### src/hdl/rbu_pkg.sv
// rbu_pkg: shared types and codes for the RGBA blend unit.
// Holds factor, equation and register index codes plus the lane control structs.
// No dependencies; imported by every module of the block.
package rbu_pkg;

   localparam int NUM_CH         = 4;
   localparam int ALPHA_CH       = 3;
   localparam int CSR_ADDR_BITS  = 3;
   localparam int CSR_DATA_BITS  = 32;
   localparam int FACTOR_BITS    = 4;
   localparam int EQUATION_BITS  = 3;
   localparam int WRCTL_BITS     = 6;
   localparam int WRCTL_DEPTH_WE = 4;
   localparam int WRCTL_BLEND_EN = 5;

   typedef enum logic [FACTOR_BITS-1:0] {
      FACTOR_ZERO             = 4'd0,
      FACTOR_ONE              = 4'd1,
      FACTOR_SRC_COLOR        = 4'd2,
      FACTOR_ONE_MINUS_SRC    = 4'd3,
      FACTOR_DST_COLOR        = 4'd4,
      FACTOR_ONE_MINUS_DST    = 4'd5,
      FACTOR_SRC_ALPHA        = 4'd6,
      FACTOR_ONE_MINUS_SRCA   = 4'd7,
      FACTOR_DST_ALPHA        = 4'd8,
      FACTOR_ONE_MINUS_DSTA   = 4'd9,
      FACTOR_CONST_COLOR      = 4'd10,
      FACTOR_ONE_MINUS_CONST  = 4'd11,
      FACTOR_CONST_ALPHA      = 4'd12,
      FACTOR_ONE_MINUS_CONSTA = 4'd13,
      FACTOR_SATURATE         = 4'd14
   } rbu_factor_type;

   typedef enum logic [EQUATION_BITS-1:0] {
      EQ_ADD     = 3'd0,
      EQ_SUB     = 3'd1,
      EQ_REV_SUB = 3'd2,
      EQ_MIN     = 3'd3,
      EQ_MAX     = 3'd4
   } rbu_equation_type;

   typedef enum logic [CSR_ADDR_BITS-1:0] {
      CSR_SRC_RGB_FACTOR   = 3'd0,
      CSR_DST_RGB_FACTOR   = 3'd1,
      CSR_SRC_ALPHA_FACTOR = 3'd2,
      CSR_DST_ALPHA_FACTOR = 3'd3,
      CSR_RGB_EQUATION     = 3'd4,
      CSR_ALPHA_EQUATION   = 3'd5,
      CSR_CONSTANT_COLOUR  = 3'd6,
      CSR_WRITE_CONTROL    = 3'd7
   } rbu_csr_type;

   // Per-lane blend setup, taken from the configuration registers.
   typedef struct packed {
      rbu_factor_type   src_factor;
      rbu_factor_type   dst_factor;
      rbu_equation_type equation;
      logic             blend_en;
   } rbu_lane_cfg_type;

   // Stage load strobes shared by all lanes.
   typedef struct packed {
      logic load1;
      logic load2;
   } rbu_pipe_ctrl_type;

   // Write flags carried beside the colour; chan_we sits in the low bits.
   typedef struct packed {
      logic                    depth_we;
      logic [NUM_CH-1:0]       chan_we;
   } rbu_wr_flags_type;

endpackage

### src/hdl/rbu_lane.sv
// rbu_lane: one colour channel of the blend datapath (factor, scale, combine).
// Two register stages; the combine result leaves combinationally for the merge stage.
// Depends on rbu_pkg.
module rbu_lane #(
   parameter int CHANNEL_BITS = 8,
   parameter bit IS_ALPHA     = 1'b0
) (
   input  logic                         clock,
   input  rbu_pkg::rbu_pipe_ctrl_type   pipe_ctrl,
   input  rbu_pkg::rbu_lane_cfg_type    lane_cfg,
   input  logic [CHANNEL_BITS-1:0]      src_chan,
   input  logic [CHANNEL_BITS-1:0]      dst_chan,
   input  logic [CHANNEL_BITS-1:0]      src_alpha,
   input  logic [CHANNEL_BITS-1:0]      dst_alpha,
   input  logic [CHANNEL_BITS-1:0]      const_chan,
   input  logic [CHANNEL_BITS-1:0]      const_alpha,
   output logic [CHANNEL_BITS-1:0]      lane_result
);
   import rbu_pkg::*;

   localparam int CB = CHANNEL_BITS;
   localparam int PW = 2 * CB;
   localparam int RW = 2 * CB + 3;
   localparam logic [CB-1:0] MAXV = {CB{1'b1}};
   localparam logic [PW:0]   HALF = (PW + 1)'(1) << (CB - 1);

   function automatic logic [CB-1:0] pick_factor(
      input rbu_factor_type code,
      input logic [CB-1:0]  s,
      input logic [CB-1:0]  d,
      input logic [CB-1:0]  sa,
      input logic [CB-1:0]  da,
      input logic [CB-1:0]  k,
      input logic [CB-1:0]  ka
   );
      logic [CB-1:0] f;
      logic [CB-1:0] inv_da;
      inv_da = MAXV - da;
      case (code)
         FACTOR_ZERO:             f = '0;
         FACTOR_ONE:              f = MAXV;
         FACTOR_SRC_COLOR:        f = s;
         FACTOR_ONE_MINUS_SRC:    f = MAXV - s;
         FACTOR_DST_COLOR:        f = d;
         FACTOR_ONE_MINUS_DST:    f = MAXV - d;
         FACTOR_SRC_ALPHA:        f = sa;
         FACTOR_ONE_MINUS_SRCA:   f = MAXV - sa;
         FACTOR_DST_ALPHA:        f = da;
         FACTOR_ONE_MINUS_DSTA:   f = inv_da;
         FACTOR_CONST_COLOR:      f = k;
         FACTOR_ONE_MINUS_CONST:  f = MAXV - k;
         FACTOR_CONST_ALPHA:      f = ka;
         FACTOR_ONE_MINUS_CONSTA: f = MAXV - ka;
         FACTOR_SATURATE:         f = IS_ALPHA ? MAXV : ((sa < inv_da) ? sa : inv_da);
         default:                 f = MAXV;
      endcase
      return f;
   endfunction

   // Round x / MAXV: estimate with the shift-add trick, then fix it up by one step.
   function automatic logic [CB-1:0] round_div(input logic [PW-1:0] x);
      logic [PW:0]              t;
      logic [PW:0]              u;
      logic [CB:0]              q;
      logic signed [RW-1:0]     r;
      t = (PW + 1)'(x) + HALF;
      u = t + (t >> CB);
      q = u[PW:CB];
      r = $signed(RW'(x)) + $signed(RW'(MAXV >> 1)) - $signed(RW'(q) << CB)
          + $signed(RW'(q));
      if (r < 0) begin
         q = q - 1'b1;
      end else if (r >= $signed(RW'(MAXV))) begin
         q = q + 1'b1;
      end
      return q[CB-1:0];
   endfunction

   logic [CB-1:0] src_factor;
   logic [CB-1:0] dst_factor;
   logic [PW-1:0] prod_src_in, prod_src_ff;
   logic [PW-1:0] prod_dst_in, prod_dst_ff;
   logic [CB-1:0] src1_ff, dst1_ff;
   logic [CB-1:0] term_src_in, term_src_ff;
   logic [CB-1:0] term_dst_in, term_dst_ff;
   logic [CB-1:0] src2_ff, dst2_ff;
   logic [CB:0]   sum;
   logic [CB-1:0] blended;

   always_comb begin
      src_factor  = pick_factor(lane_cfg.src_factor, src_chan, dst_chan, src_alpha,
                                dst_alpha, const_chan, const_alpha);
      dst_factor  = pick_factor(lane_cfg.dst_factor, src_chan, dst_chan, src_alpha,
                                dst_alpha, const_chan, const_alpha);
      prod_src_in = PW'(src_chan) * PW'(src_factor);
      prod_dst_in = PW'(dst_chan) * PW'(dst_factor);
   end

   always_ff @(posedge clock) begin
      if (pipe_ctrl.load1) begin
         prod_src_ff <= prod_src_in;
         prod_dst_ff <= prod_dst_in;
         src1_ff     <= src_chan;
         dst1_ff     <= dst_chan;
      end
   end

   always_comb begin
      term_src_in = round_div(prod_src_ff);
      term_dst_in = round_div(prod_dst_ff);
   end

   always_ff @(posedge clock) begin
      if (pipe_ctrl.load2) begin
         term_src_ff <= term_src_in;
         term_dst_ff <= term_dst_in;
         src2_ff     <= src1_ff;
         dst2_ff     <= dst1_ff;
      end
   end

   always_comb begin
      sum = (CB + 1)'(term_src_ff) + (CB + 1)'(term_dst_ff);
      case (lane_cfg.equation)
         EQ_SUB:     blended = (term_src_ff > term_dst_ff) ? term_src_ff - term_dst_ff : '0;
         EQ_REV_SUB: blended = (term_dst_ff > term_src_ff) ? term_dst_ff - term_src_ff : '0;
         EQ_MIN:     blended = (src2_ff < dst2_ff) ? src2_ff : dst2_ff;
         EQ_MAX:     blended = (src2_ff > dst2_ff) ? src2_ff : dst2_ff;
         default:    blended = sum[CB] ? MAXV : sum[CB-1:0];
      endcase
      lane_result = lane_cfg.blend_en ? blended : src2_ff;
   end

endmodule

### src/hdl/rbu_merge.sv
// rbu_merge: gathers the four lane results, write flags and depth into one result.
// Holds the output register of the result channel. Depends on rbu_pkg.
module rbu_merge #(
   parameter int CHANNEL_BITS = 8,
   parameter int DEPTH_BITS   = 24
) (
   input  logic                                              clock,
   input  logic                                              reset,
   input  logic                                              stage_valid,
   input  logic [rbu_pkg::NUM_CH-1:0][CHANNEL_BITS-1:0]      lane_results,
   input  rbu_pkg::rbu_wr_flags_type                         wr_flags,
   input  logic [DEPTH_BITS-1:0]                             depth,
   output logic                                              out_ready,
   output logic                                              rsp_tvalid,
   input  logic                                              rsp_tready,
   output logic [((4*CHANNEL_BITS+5+DEPTH_BITS+7)/8)*8-1:0]  rsp_tdata
);
   import rbu_pkg::*;

   localparam int RSP_W = ((4 * CHANNEL_BITS + 5 + DEPTH_BITS + 7) / 8) * 8;

   logic             out_valid_in, out_valid_ff;
   logic [RSP_W-1:0] out_data_in, out_data_ff;
   logic             load_out;

   always_comb begin
      out_ready    = !out_valid_ff || rsp_tready;
      load_out     = stage_valid && out_ready;
      out_data_in  = RSP_W'({depth, wr_flags, lane_results});
      out_valid_in = load_out ? 1'b1 : (rsp_tready ? 1'b0 : out_valid_ff);
   end

   always_ff @(posedge clock) begin
      if (reset) begin
         out_valid_ff <= 1'b0;
      end else begin
         out_valid_ff <= out_valid_in;
      end
   end

   always_ff @(posedge clock) begin
      if (load_out) begin
         out_data_ff <= out_data_in;
      end
   end

   assign rsp_tvalid = out_valid_ff;
   assign rsp_tdata  = out_data_ff;

endmodule

### src/hdl/rgba_blend_unit.sv
// rgba_blend_unit: top level of the per-fragment RGBA blend stage.
// Instantiates four rbu_lane channel lanes and the rbu_merge output stage.
// Depends on rbu_pkg, rbu_lane, rbu_merge.
//
// Usage:
//  - req_* is the fragment channel. A transaction carries source colour,
//    destination colour and fragment depth; it is taken when req_tvalid and
//    req_tready are both high.
//  - rsp_* is the result channel: blended colour, per-channel write enables,
//    depth write flag and depth, one transaction per fragment.
//  - csr_* writes one blend register per cycle while csr_we is high; write
//    only while no fragment is in flight.
//  - From accept to rsp_tvalid a fragment passes factor select and multiply,
//    divide-by-full-scale with rounding, then combine into the output register.
//  - Throughput is one fragment per clock while rsp_tready is high; one multiplier
//    per term per lane in stage one, and all stages advance together when unblocked.
//  - When rsp_tready is low the output register holds its result; the stages
//    behind it keep filling until every stage holds a fragment, then
//    req_tready drops. Nothing is lost or repeated.
//  - Reset (synchronous, active high) empties the pipeline and loads the
//    registers with their defaults: source factors one, destination factors
//    zero, add equations, zero constant, write control all masks on with
//    depth write set and blending off.
module rgba_blend_unit #(
   parameter int CHANNEL_BITS = 8,
   parameter int DEPTH_BITS   = 24
) (
   input  logic                                              clock,
   input  logic                                              reset,
   // configuration write port
   input  logic                                              csr_we,
   input  logic [rbu_pkg::CSR_ADDR_BITS-1:0]                 csr_addr,
   input  logic [rbu_pkg::CSR_DATA_BITS-1:0]                 csr_wdata,
   // fragment channel
   input  logic                                              req_tvalid,
   output logic                                              req_tready,
   // req_tdata, low bit up: src_red, src_green, src_blue, src_alpha,
   // dst_red, dst_green, dst_blue, dst_alpha, frag_depth, zero fill
   input  logic [((8*CHANNEL_BITS+DEPTH_BITS+7)/8)*8-1:0]    req_tdata,
   // result channel
   output logic                                              rsp_tvalid,
   input  logic                                              rsp_tready,
   // rsp_tdata, low bit up: out_red, out_green, out_blue, out_alpha,
   // channel_write_enables, depth_write_enable, depth_out, zero fill
   output logic [((4*CHANNEL_BITS+5+DEPTH_BITS+7)/8)*8-1:0]  rsp_tdata
);
   import rbu_pkg::*;

   localparam int CB = CHANNEL_BITS;
   localparam int DB = DEPTH_BITS;

   // Blend registers
   rbu_factor_type         src_rgb_factor_ff;
   rbu_factor_type         dst_rgb_factor_ff;
   rbu_factor_type         src_alpha_factor_ff;
   rbu_factor_type         dst_alpha_factor_ff;
   rbu_equation_type       rgb_equation_ff;
   rbu_equation_type       alpha_equation_ff;
   logic [CSR_DATA_BITS-1:0] constant_colour_ff;
   logic [WRCTL_BITS-1:0]  write_control_ff;

   always_ff @(posedge clock) begin
      if (reset) begin
         src_rgb_factor_ff   <= FACTOR_ONE;
         dst_rgb_factor_ff   <= FACTOR_ZERO;
         src_alpha_factor_ff <= FACTOR_ONE;
         dst_alpha_factor_ff <= FACTOR_ZERO;
         rgb_equation_ff     <= EQ_ADD;
         alpha_equation_ff   <= EQ_ADD;
         constant_colour_ff  <= '0;
         write_control_ff    <= WRCTL_BITS'(31);
      end else if (csr_we) begin
         unique case (rbu_csr_type'(csr_addr))
            CSR_SRC_RGB_FACTOR:   src_rgb_factor_ff   <= rbu_factor_type'(csr_wdata[3:0]);
            CSR_DST_RGB_FACTOR:   dst_rgb_factor_ff   <= rbu_factor_type'(csr_wdata[3:0]);
            CSR_SRC_ALPHA_FACTOR: src_alpha_factor_ff <= rbu_factor_type'(csr_wdata[3:0]);
            CSR_DST_ALPHA_FACTOR: dst_alpha_factor_ff <= rbu_factor_type'(csr_wdata[3:0]);
            CSR_RGB_EQUATION:     rgb_equation_ff     <= rbu_equation_type'(csr_wdata[2:0]);
            CSR_ALPHA_EQUATION:   alpha_equation_ff   <= rbu_equation_type'(csr_wdata[2:0]);
            CSR_CONSTANT_COLOUR:  constant_colour_ff  <= csr_wdata;
            CSR_WRITE_CONTROL:    write_control_ff    <= csr_wdata[WRCTL_BITS-1:0];
         endcase
      end
   end

   // Lane setup: rgb lanes share one set, the alpha lane has its own.
   rbu_lane_cfg_type rgb_cfg;
   rbu_lane_cfg_type alpha_cfg;

   always_comb begin
      rgb_cfg.src_factor   = src_rgb_factor_ff;
      rgb_cfg.dst_factor   = dst_rgb_factor_ff;
      rgb_cfg.equation     = rgb_equation_ff;
      rgb_cfg.blend_en     = write_control_ff[WRCTL_BLEND_EN];
      alpha_cfg.src_factor = src_alpha_factor_ff;
      alpha_cfg.dst_factor = dst_alpha_factor_ff;
      alpha_cfg.equation   = alpha_equation_ff;
      alpha_cfg.blend_en   = write_control_ff[WRCTL_BLEND_EN];
   end

   // Unpack the fragment. Constant channels past the 32 register bits read as zero.
   logic [NUM_CH-1:0][CB-1:0]          src_chan;
   logic [NUM_CH-1:0][CB-1:0]          dst_chan;
   logic [NUM_CH-1:0][CB-1:0]          const_chan;
   logic [NUM_CH*CB+CSR_DATA_BITS-1:0] const_ext;
   logic [DB-1:0]                      frag_depth;

   always_comb begin
      const_ext = {(NUM_CH * CB)'(0), constant_colour_ff};
      for (int ch = 0; ch < NUM_CH; ch++) begin
         src_chan[ch]   = req_tdata[ch*CB +: CB];
         dst_chan[ch]   = req_tdata[(NUM_CH+ch)*CB +: CB];
         const_chan[ch] = const_ext[ch*CB +: CB];
      end
      frag_depth = req_tdata[2*NUM_CH*CB +: DB];
   end

   // Pipeline control: a stage loads when it is empty or the next one moves.
   logic              v1_in, v1_ff;
   logic              v2_in, v2_ff;
   logic              ready1, ready2, out_ready;
   rbu_pipe_ctrl_type pipe_ctrl;

   always_comb begin
      ready2          = !v2_ff || out_ready;
      ready1          = !v1_ff || ready2;
      pipe_ctrl.load1 = req_tvalid && ready1;
      pipe_ctrl.load2 = v1_ff && ready2;
      v1_in           = pipe_ctrl.load1 ? 1'b1 : (pipe_ctrl.load2 ? 1'b0 : v1_ff);
      v2_in           = pipe_ctrl.load2 ? 1'b1 : (out_ready ? 1'b0 : v2_ff);
   end

   assign req_tready = ready1;

   always_ff @(posedge clock) begin
      if (reset) begin
         v1_ff <= 1'b0;
         v2_ff <= 1'b0;
      end else begin
         v1_ff <= v1_in;
         v2_ff <= v2_in;
      end
   end

   // Sideband: depth and write flags ride along with the colour.
   rbu_wr_flags_type flags_in, flags1_ff, flags2_ff;
   logic [DB-1:0]    depth1_ff, depth2_ff;

   always_comb begin
      flags_in.depth_we = write_control_ff[WRCTL_DEPTH_WE];
      flags_in.chan_we  = write_control_ff[NUM_CH-1:0];
   end

   always_ff @(posedge clock) begin
      if (pipe_ctrl.load1) begin
         flags1_ff <= flags_in;
         depth1_ff <= frag_depth;
      end
      if (pipe_ctrl.load2) begin
         flags2_ff <= flags1_ff;
         depth2_ff <= depth1_ff;
      end
   end

   // Channel lanes
   logic [NUM_CH-1:0][CB-1:0] lane_results;

   for (genvar ch = 0; ch < NUM_CH; ch++) begin : g_lane
      rbu_lane #(
         .CHANNEL_BITS (CB),
         .IS_ALPHA     (ch == ALPHA_CH)
      ) u_lane (
         .clock       (clock),
         .pipe_ctrl   (pipe_ctrl),
         .lane_cfg    ((ch == ALPHA_CH) ? alpha_cfg : rgb_cfg),
         .src_chan    (src_chan[ch]),
         .dst_chan    (dst_chan[ch]),
         .src_alpha   (src_chan[ALPHA_CH]),
         .dst_alpha   (dst_chan[ALPHA_CH]),
         .const_chan  (const_chan[ch]),
         .const_alpha (const_chan[ALPHA_CH]),
         .lane_result (lane_results[ch])
      );
   end

   // Merge and output register
   rbu_merge #(
      .CHANNEL_BITS (CB),
      .DEPTH_BITS   (DB)
   ) u_merge (
      .clock        (clock),
      .reset        (reset),
      .stage_valid  (v2_ff),
      .lane_results (lane_results),
      .wr_flags     (flags2_ff),
      .depth        (depth2_ff),
      .out_ready    (out_ready),
      .rsp_tvalid   (rsp_tvalid),
      .rsp_tready   (rsp_tready),
      .rsp_tdata    (rsp_tdata)
   );

`ifndef SYNTHESIS
   // An accepted fragment always lands in the first stage.
   a_accept_fills_stage1: assert property (@(posedge clock) disable iff (reset)
      (req_tvalid && req_tready) |=> v1_ff)
      else $error("accepted fragment missing from stage 1");

   // A blocked first stage keeps its fragment and its depth.
   a_stage1_holds: assert property (@(posedge clock) disable iff (reset)
      (v1_ff && !ready2) |=> (v1_ff && $stable(depth1_ff)))
      else $error("stage 1 dropped or changed a stalled fragment");

   // A blocked second stage keeps its fragment and its depth.
   a_stage2_holds: assert property (@(posedge clock) disable iff (reset)
      (v2_ff && !out_ready) |=> (v2_ff && $stable(depth2_ff)))
      else $error("stage 2 dropped or changed a stalled fragment");

   // With every stage full and the receiver stalled, no new fragment is taken.
   a_full_blocks_input: assert property (@(posedge clock) disable iff (reset)
      (v1_ff && v2_ff && rsp_tvalid && !rsp_tready) |-> !req_tready)
      else $error("fragment accepted into a full pipeline");
`endif

endmodule

### config.mk
export PLATFORM = sky130hd
export DESIGN_NAME = rgba_blend_unit
export DESIGN_NICKNAME = d
export VERILOG_FILES = /design/src/hdl/rbu_pkg.sv /design/src/hdl/rbu_lane.sv /design/src/hdl/rbu_merge.sv /design/src/hdl/rgba_blend_unit.sv
export SDC_FILE = /design/constraint.sdc
export NUM_CORES = 2
export LEC_CHECK = 0
export ABC_CLOCK_PERIOD_IN_PS = 10300
export BUFFER_PORTS_ARGS = -buffer_cell sky130_fd_sc_hd__buf_4
export CAP_MARGIN = 10
export CORE_AREA = 4 4 413 415
export DETAILED_ROUTE_END_ITERATION = 10
export DIE_AREA = 0 0 417 419
export SLEW_MARGIN = 20
export SYNTH_ARGS = -nofsm -noshare
export SYNTH_HDL_FRONTEND = slang
export SYNTH_HIERARCHICAL = 1
export SYNTH_SLANG_ARGS = --single-unit
### constraint.sdc
create_clock -name clock -period 10.3 [get_ports clock]
set_input_delay 1.03 -clock clock [delete_from_list [all_inputs] [get_ports clock]]
set_output_delay 1.03 -clock clock [all_outputs]
set_load 0.005 [all_outputs]
==> metrics.txt <==
# TYPE chip_impl_metric gauge
chip_impl_metric{name="comb_power_share",unit="%"} 75.8
chip_impl_metric{name="hold_buffers_post_cts",unit=""} 0
chip_impl_metric{name="grt_max_degree",unit=""} 125
chip_impl_metric{name="drtIter0Drc",unit=""} 4648
chip_impl_info{name="cpMostUsedCell",value="sky130_fd_sc_hd__o21ai_0"} 1
chip_impl_metric{name="synth_sequential_area_ratio",unit="%"} 21.8
chip_impl_metric{name="drt.antenna.violating_nets",unit=""} 0
chip_impl_info{name="library_cell_used_as_clock_root_buffer",value="sky130_fd_sc_hd__clkbuf_16"} 1
chip_impl_info{name="synth_top_family_by_area",value="adder cells"} 1
chip_impl_metric{name="grt_first_pass_wirelength",unit="mm"} 304
chip_impl_metric{name="p_leak",unit="nW"} 31.0
chip_impl_metric{name="max_slew_margin",unit="%"} 22.3
chip_impl_metric{name="path_clk_slew",unit="ps"} 70
chip_impl_metric{name="worst_ir_drop_vdd",unit="V"} 0.000387
chip_impl_metric{name="timing.critical_path.required",unit="ps"} 10730
chip_impl_info{name="worstReg2RegStart",value="g_lane[0].u_lane/prod_dst_ff[7]$_DFFE_PP_"} 1
chip_impl_metric{name="via_count_of_the_first_global_routing_pass",unit=""} 55800
chip_impl_metric{name="detailedRoute.firstPassIterationCount",unit=""} 6
chip_impl_metric{name="min_period_over_period",unit="%"} 79.9
chip_impl_info{name="cts_tree",value="yes"} 1
chip_impl_metric{name="placement.setup.worst_slack",unit="ps"} 1450
chip_impl_metric{name="yosys.area.top_type_share",unit="%"} 19.9
chip_impl_metric{name="timing.critical_path.buf_inv",unit=""} 2
chip_impl_info{name="top_ff_cell_synth",value="sky130_fd_sc_hd__edfxtp_1"} 1
chip_impl_info{name="status",value="complete, no violations"} 1
chip_impl_metric{name="synth-edff-count",unit=""} 439
chip_impl_metric{name="arrival",unit="ps"} 8650
chip_impl_metric{name="flip_flop_and_latch_count_after_synthesis",unit=""} 502
chip_impl_metric{name="antenna_found_initial",unit=""} 17
chip_impl_metric{name="htree_num_levels",unit=""} 3
chip_impl_metric{name="yosys.area_share.xor_xnor",unit="%"} 6.92
chip_impl_metric{name="maximum_fanout_along_the_worst_path",unit=""} 31
chip_impl_metric{name="initial_core_utilization",unit="%"} 39.8
chip_impl_info{name="post-synth-top-count-cell",value="sky130_fd_sc_hd__inv_1"} 1
chip_impl_metric{name="netlist_instances",unit=""} 7749
chip_impl_metric{name="ys_warnings",unit=""} 6
chip_impl_metric{name="design.die.area",unit="um^2"} 175000
chip_impl_metric{name="total_power",unit="mW"} 23.1
chip_impl_info{name="yosys-top-cells-area",value="sky130_fd_sc_hd__edfxtp_1 (20%), sky130_fd_sc_hd__ha_1 (14%), sky130_fd_sc_hd__fa_1 (9.3%)"} 1
chip_impl_metric{name="post_synth_num_cell_types",unit=""} 144
chip_impl_metric{name="p_clk_share",unit="%"} 10.4
chip_impl_metric{name="power.share.sequential",unit="%"} 13.8
chip_impl_metric{name="synth_compound_area_share",unit="%"} 20.3
chip_impl_metric{name="gr-usage-all-layers",unit="%"} 21.3
chip_impl_info{name="crit_path_top_delay_cell",value="sky130_fd_sc_hd__a21oi_1"} 1
chip_impl_metric{name="finalWirelength",unit="mm"} 191
chip_impl_metric{name="synth_async_sr_flop_share",unit="%"} 0
chip_impl_metric{name="synthSimpleGateAreaFrac",unit="%"} 17.2
chip_impl_metric{name="setup_tns_final",unit="ps"} 0
chip_impl_metric{name="portBuffers",unit=""} 190
chip_impl_metric{name="maxCapViolCount",unit=""} 0
chip_impl_info{name="path_class",value="in -> reg"} 1
chip_impl_metric{name="hold_viol_final",unit=""} 0
chip_impl_metric{name="row_count",unit=""} 150
chip_impl_metric{name="cts-buffers-inserted",unit=""} 66
chip_impl_metric{name="setup_slack",unit="ps"} 2070
chip_impl_info{name="worstSetupStartpoint",value="req_tdata[25]"} 1
chip_impl_metric{name="fin_crit",unit="ps"} 8230
chip_impl_metric{name="worst_pin_slew",unit="ps"} 1160
chip_impl_info{name="grt_setup_unrepaired",value="no"} 1
chip_impl_metric{name="final.setup_skew",unit="ps"} 32.3
chip_impl_metric{name="wire_per_inst",unit="um"} 19.0
chip_impl_info{name="path_delay_family",value="compound AO/OA/AOI/OAI gates"} 1
chip_impl_metric{name="yosys-mux-area-fraction",unit="%"} 3.69
chip_impl_info{name="synth.top_cells.by_count",value="sky130_fd_sc_hd__inv_1 (848), sky130_fd_sc_hd__ha_1 (737), sky130_fd_sc_hd__nand2_1 (627)"} 1
chip_impl_metric{name="synthesis.area",unit="um^2"} 66400
chip_impl_metric{name="final_setup_violation_count",unit=""} 0
chip_impl_metric{name="overflow",unit=""} 0
chip_impl_info{name="worstHoldStart",value="g_lane[3].u_lane/src1_ff[2]$_DFFE_PP_"} 1
chip_impl_info{name="netlist.top_cell.by_area",value="sky130_fd_sc_hd__edfxtp_1"} 1
chip_impl_metric{name="die_h",unit="um"} 419
chip_impl_metric{name="drive_gt1_share",unit="%"} 7.12
chip_impl_metric{name="finalWeightedCongestion",unit=""} 0.939
chip_impl_metric{name="power_switching",unit="mW"} 11.7
chip_impl_metric{name="areaGrowthSynthToFinish",unit="%"} 8.40
chip_impl_metric{name="finish.net_count",unit=""} 8914
chip_impl_metric{name="detail_route.drc_violations",unit=""} 0
chip_impl_metric{name="dp_hpwl",unit="mm"} 144
chip_impl_metric{name="cellPowerDensity",unit="nW/um^2"} 321
chip_impl_metric{name="slew_viol_final",unit=""} 0
chip_impl_metric{name="cts.sinks",unit=""} 502
chip_impl_metric{name="clock_latency_late_sink",unit="ps"} 690
chip_impl_metric{name="critPathMaxStageDelay",unit="ps"} 730
chip_impl_metric{name="count_of_pins_on_the_block_boundary",unit=""} 194
chip_impl_metric{name="via_count",unit=""} 57100
chip_impl_metric{name="design.core.area",unit="um^2"} 167000
chip_impl_metric{name="power.share.switching",unit="%"} 50.6
chip_impl_metric{name="internal-power",unit="mW"} 11.4
chip_impl_metric{name="synthesis.area_per_instance",unit="um^2"} 8.57
chip_impl_metric{name="post_cts_resized",unit=""} 0
chip_impl_metric{name="via_per_inst",unit=""} 5.71
chip_impl_info{name="cp-end-kind",value="register"} 1
chip_impl_metric{name="cts_max_path_buffers",unit=""} 3
chip_impl_metric{name="cts_setup_buffers",unit=""} 0
chip_impl_info{name="timing.critical_path.from_type",value="input pin"} 1
chip_impl_metric{name="synth-adder-area-share",unit="%"} 23.2
chip_impl_info{name="hp-class",value="reg -> reg"} 1
chip_impl_metric{name="max_freq",unit="MHz"} 122
chip_impl_metric{name="die_w",unit="um"} 417
per-stage QoR:
stage	std cells	util (%)	hold WS, ps	cell area [um^2]
2_1_floorplan	7751	-	400	66400
3_3_place_gp	9877	41.8	401	69700
3_5_place_dp	9877	41.8	405	69700
4_1_cts	9996	43.2	407	71900
5_1_grt	10000	43.2	418	72000
6_report	10000	43.2	406	72000
area by class of cell:
type	instances	area [um^2]
diodes	14	35.0
well taps	2204	2760
clock inverters	44	464
inverters	861	3230
fillers	16500	94700
clock buffers	75	1760
multi-input cells	6071	47400
flip-flops and latches	502	14500
repair buffers	239	1810
registers in the layout, indices dropped and copies added (netlist names), 3 cells and up:
name and count:
g_lane.u_lane/prod_src_ff 64, dst_alpha_factor_ff 4, src_rgb_factor_ff 4, g_lane.u_lane/dst2_ff 32
dst_rgb_factor_ff 4, alpha_equation_ff 3, g_lane.u_lane/dst1_ff 32, src_alpha_factor_ff 4
depth1_ff 24, rgb_equation_ff 3, flags2_ff 5, write_control_ff 6
depth2_ff 24, flags1_ff 5, g_lane.u_lane/prod_dst_ff 64, g_lane.u_lane/term_dst_ff 32
const_chan 32, g_lane.u_lane/src1_ff 32, g_lane.u_lane/term_src_ff 32, g_lane.u_lane/src2_ff 32
u_merge/rsp_tdata 61
worst paths after layout:
path                                           endpoint  slack [ps]  cells after the start
max          g_lane[2].u_lane/prod_dst_ff[15]$_DFFE_PP_        2070                     30
min reg2reg       g_lane[3].u_lane/src2_ff[2]$_DFFE_PP_         410                      0
max reg2reg   g_lane[0].u_lane/term_dst_ff[6]$_DFFE_PP_        2470                     28
min               g_lane[3].u_lane/src2_ff[2]$_DFFE_PP_         410                      0
cells by family after synthesis:
family / count (synthesis)
adder cells (fa/ha/maj): 1050
multiplexers: 238
XOR/XNOR: 515
AND/OR/NAND/NOR: 2271
other: 1
AO/OA/AOI/OAI: 1994
buffers and inverters: 1178
flip-flops: 502
layer usage:
metal,wire length [um],track usage (%),vias to the layer above
met3,10400,2.44,366
met1,83900,28.2,27500
met2,88200,35.4,1707
met5,13,0,-
met4,8030,8.73,2
li1,-,-,27600
power by group through the flow:
stage	combinational (mW)	clock [mW]	sequential (mW)
after floorplan	13.8	0	3.06
after global placement	17.0	0	3.22
after detailed placement	17.3	0	3.22
after CTS	17.4	2.47	3.18
after global routing	19.6	2.55	3.22
final	17.5	2.39	3.18
placed cells by master (no fill, tap or decap), types with 53 or more instances in the layout:
cell and n:
sky130_fd_sc_hd__mux2i_1 186, sky130_fd_sc_hd__nand2b_1 193, sky130_fd_sc_hd__nor2b_1 150, sky130_fd_sc_hd__o211ai_1 67
sky130_fd_sc_hd__nor3_1 131, sky130_fd_sc_hd__fa_1 308, sky130_fd_sc_hd__nand4_1 60, sky130_fd_sc_hd__xor2_1 139
sky130_fd_sc_hd__o221ai_1 64, sky130_fd_sc_hd__o21bai_1 53, sky130_fd_sc_hd__a21o_1 142, sky130_fd_sc_hd__clkbuf_16 69
sky130_fd_sc_hd__nor2_1 485, sky130_fd_sc_hd__xnor2_1 370, sky130_fd_sc_hd__edfxtp_1 439, sky130_fd_sc_hd__o21a_1 64
sky130_fd_sc_hd__buf_4 238, sky130_fd_sc_hd__inv_1 848, sky130_fd_sc_hd__a21oi_1 509, sky130_fd_sc_hd__nand3_1 152
sky130_fd_sc_hd__ha_1 737, sky130_fd_sc_hd__o21ai_0 351, sky130_fd_sc_hd__a31oi_1 80, sky130_fd_sc_hd__a22oi_1 53
sky130_fd_sc_hd__o22ai_1 67, sky130_fd_sc_hd__nand2_1 627, sky130_fd_sc_hd__and2_1 200
No activity file was read; power rests on OpenSTA's default activity.
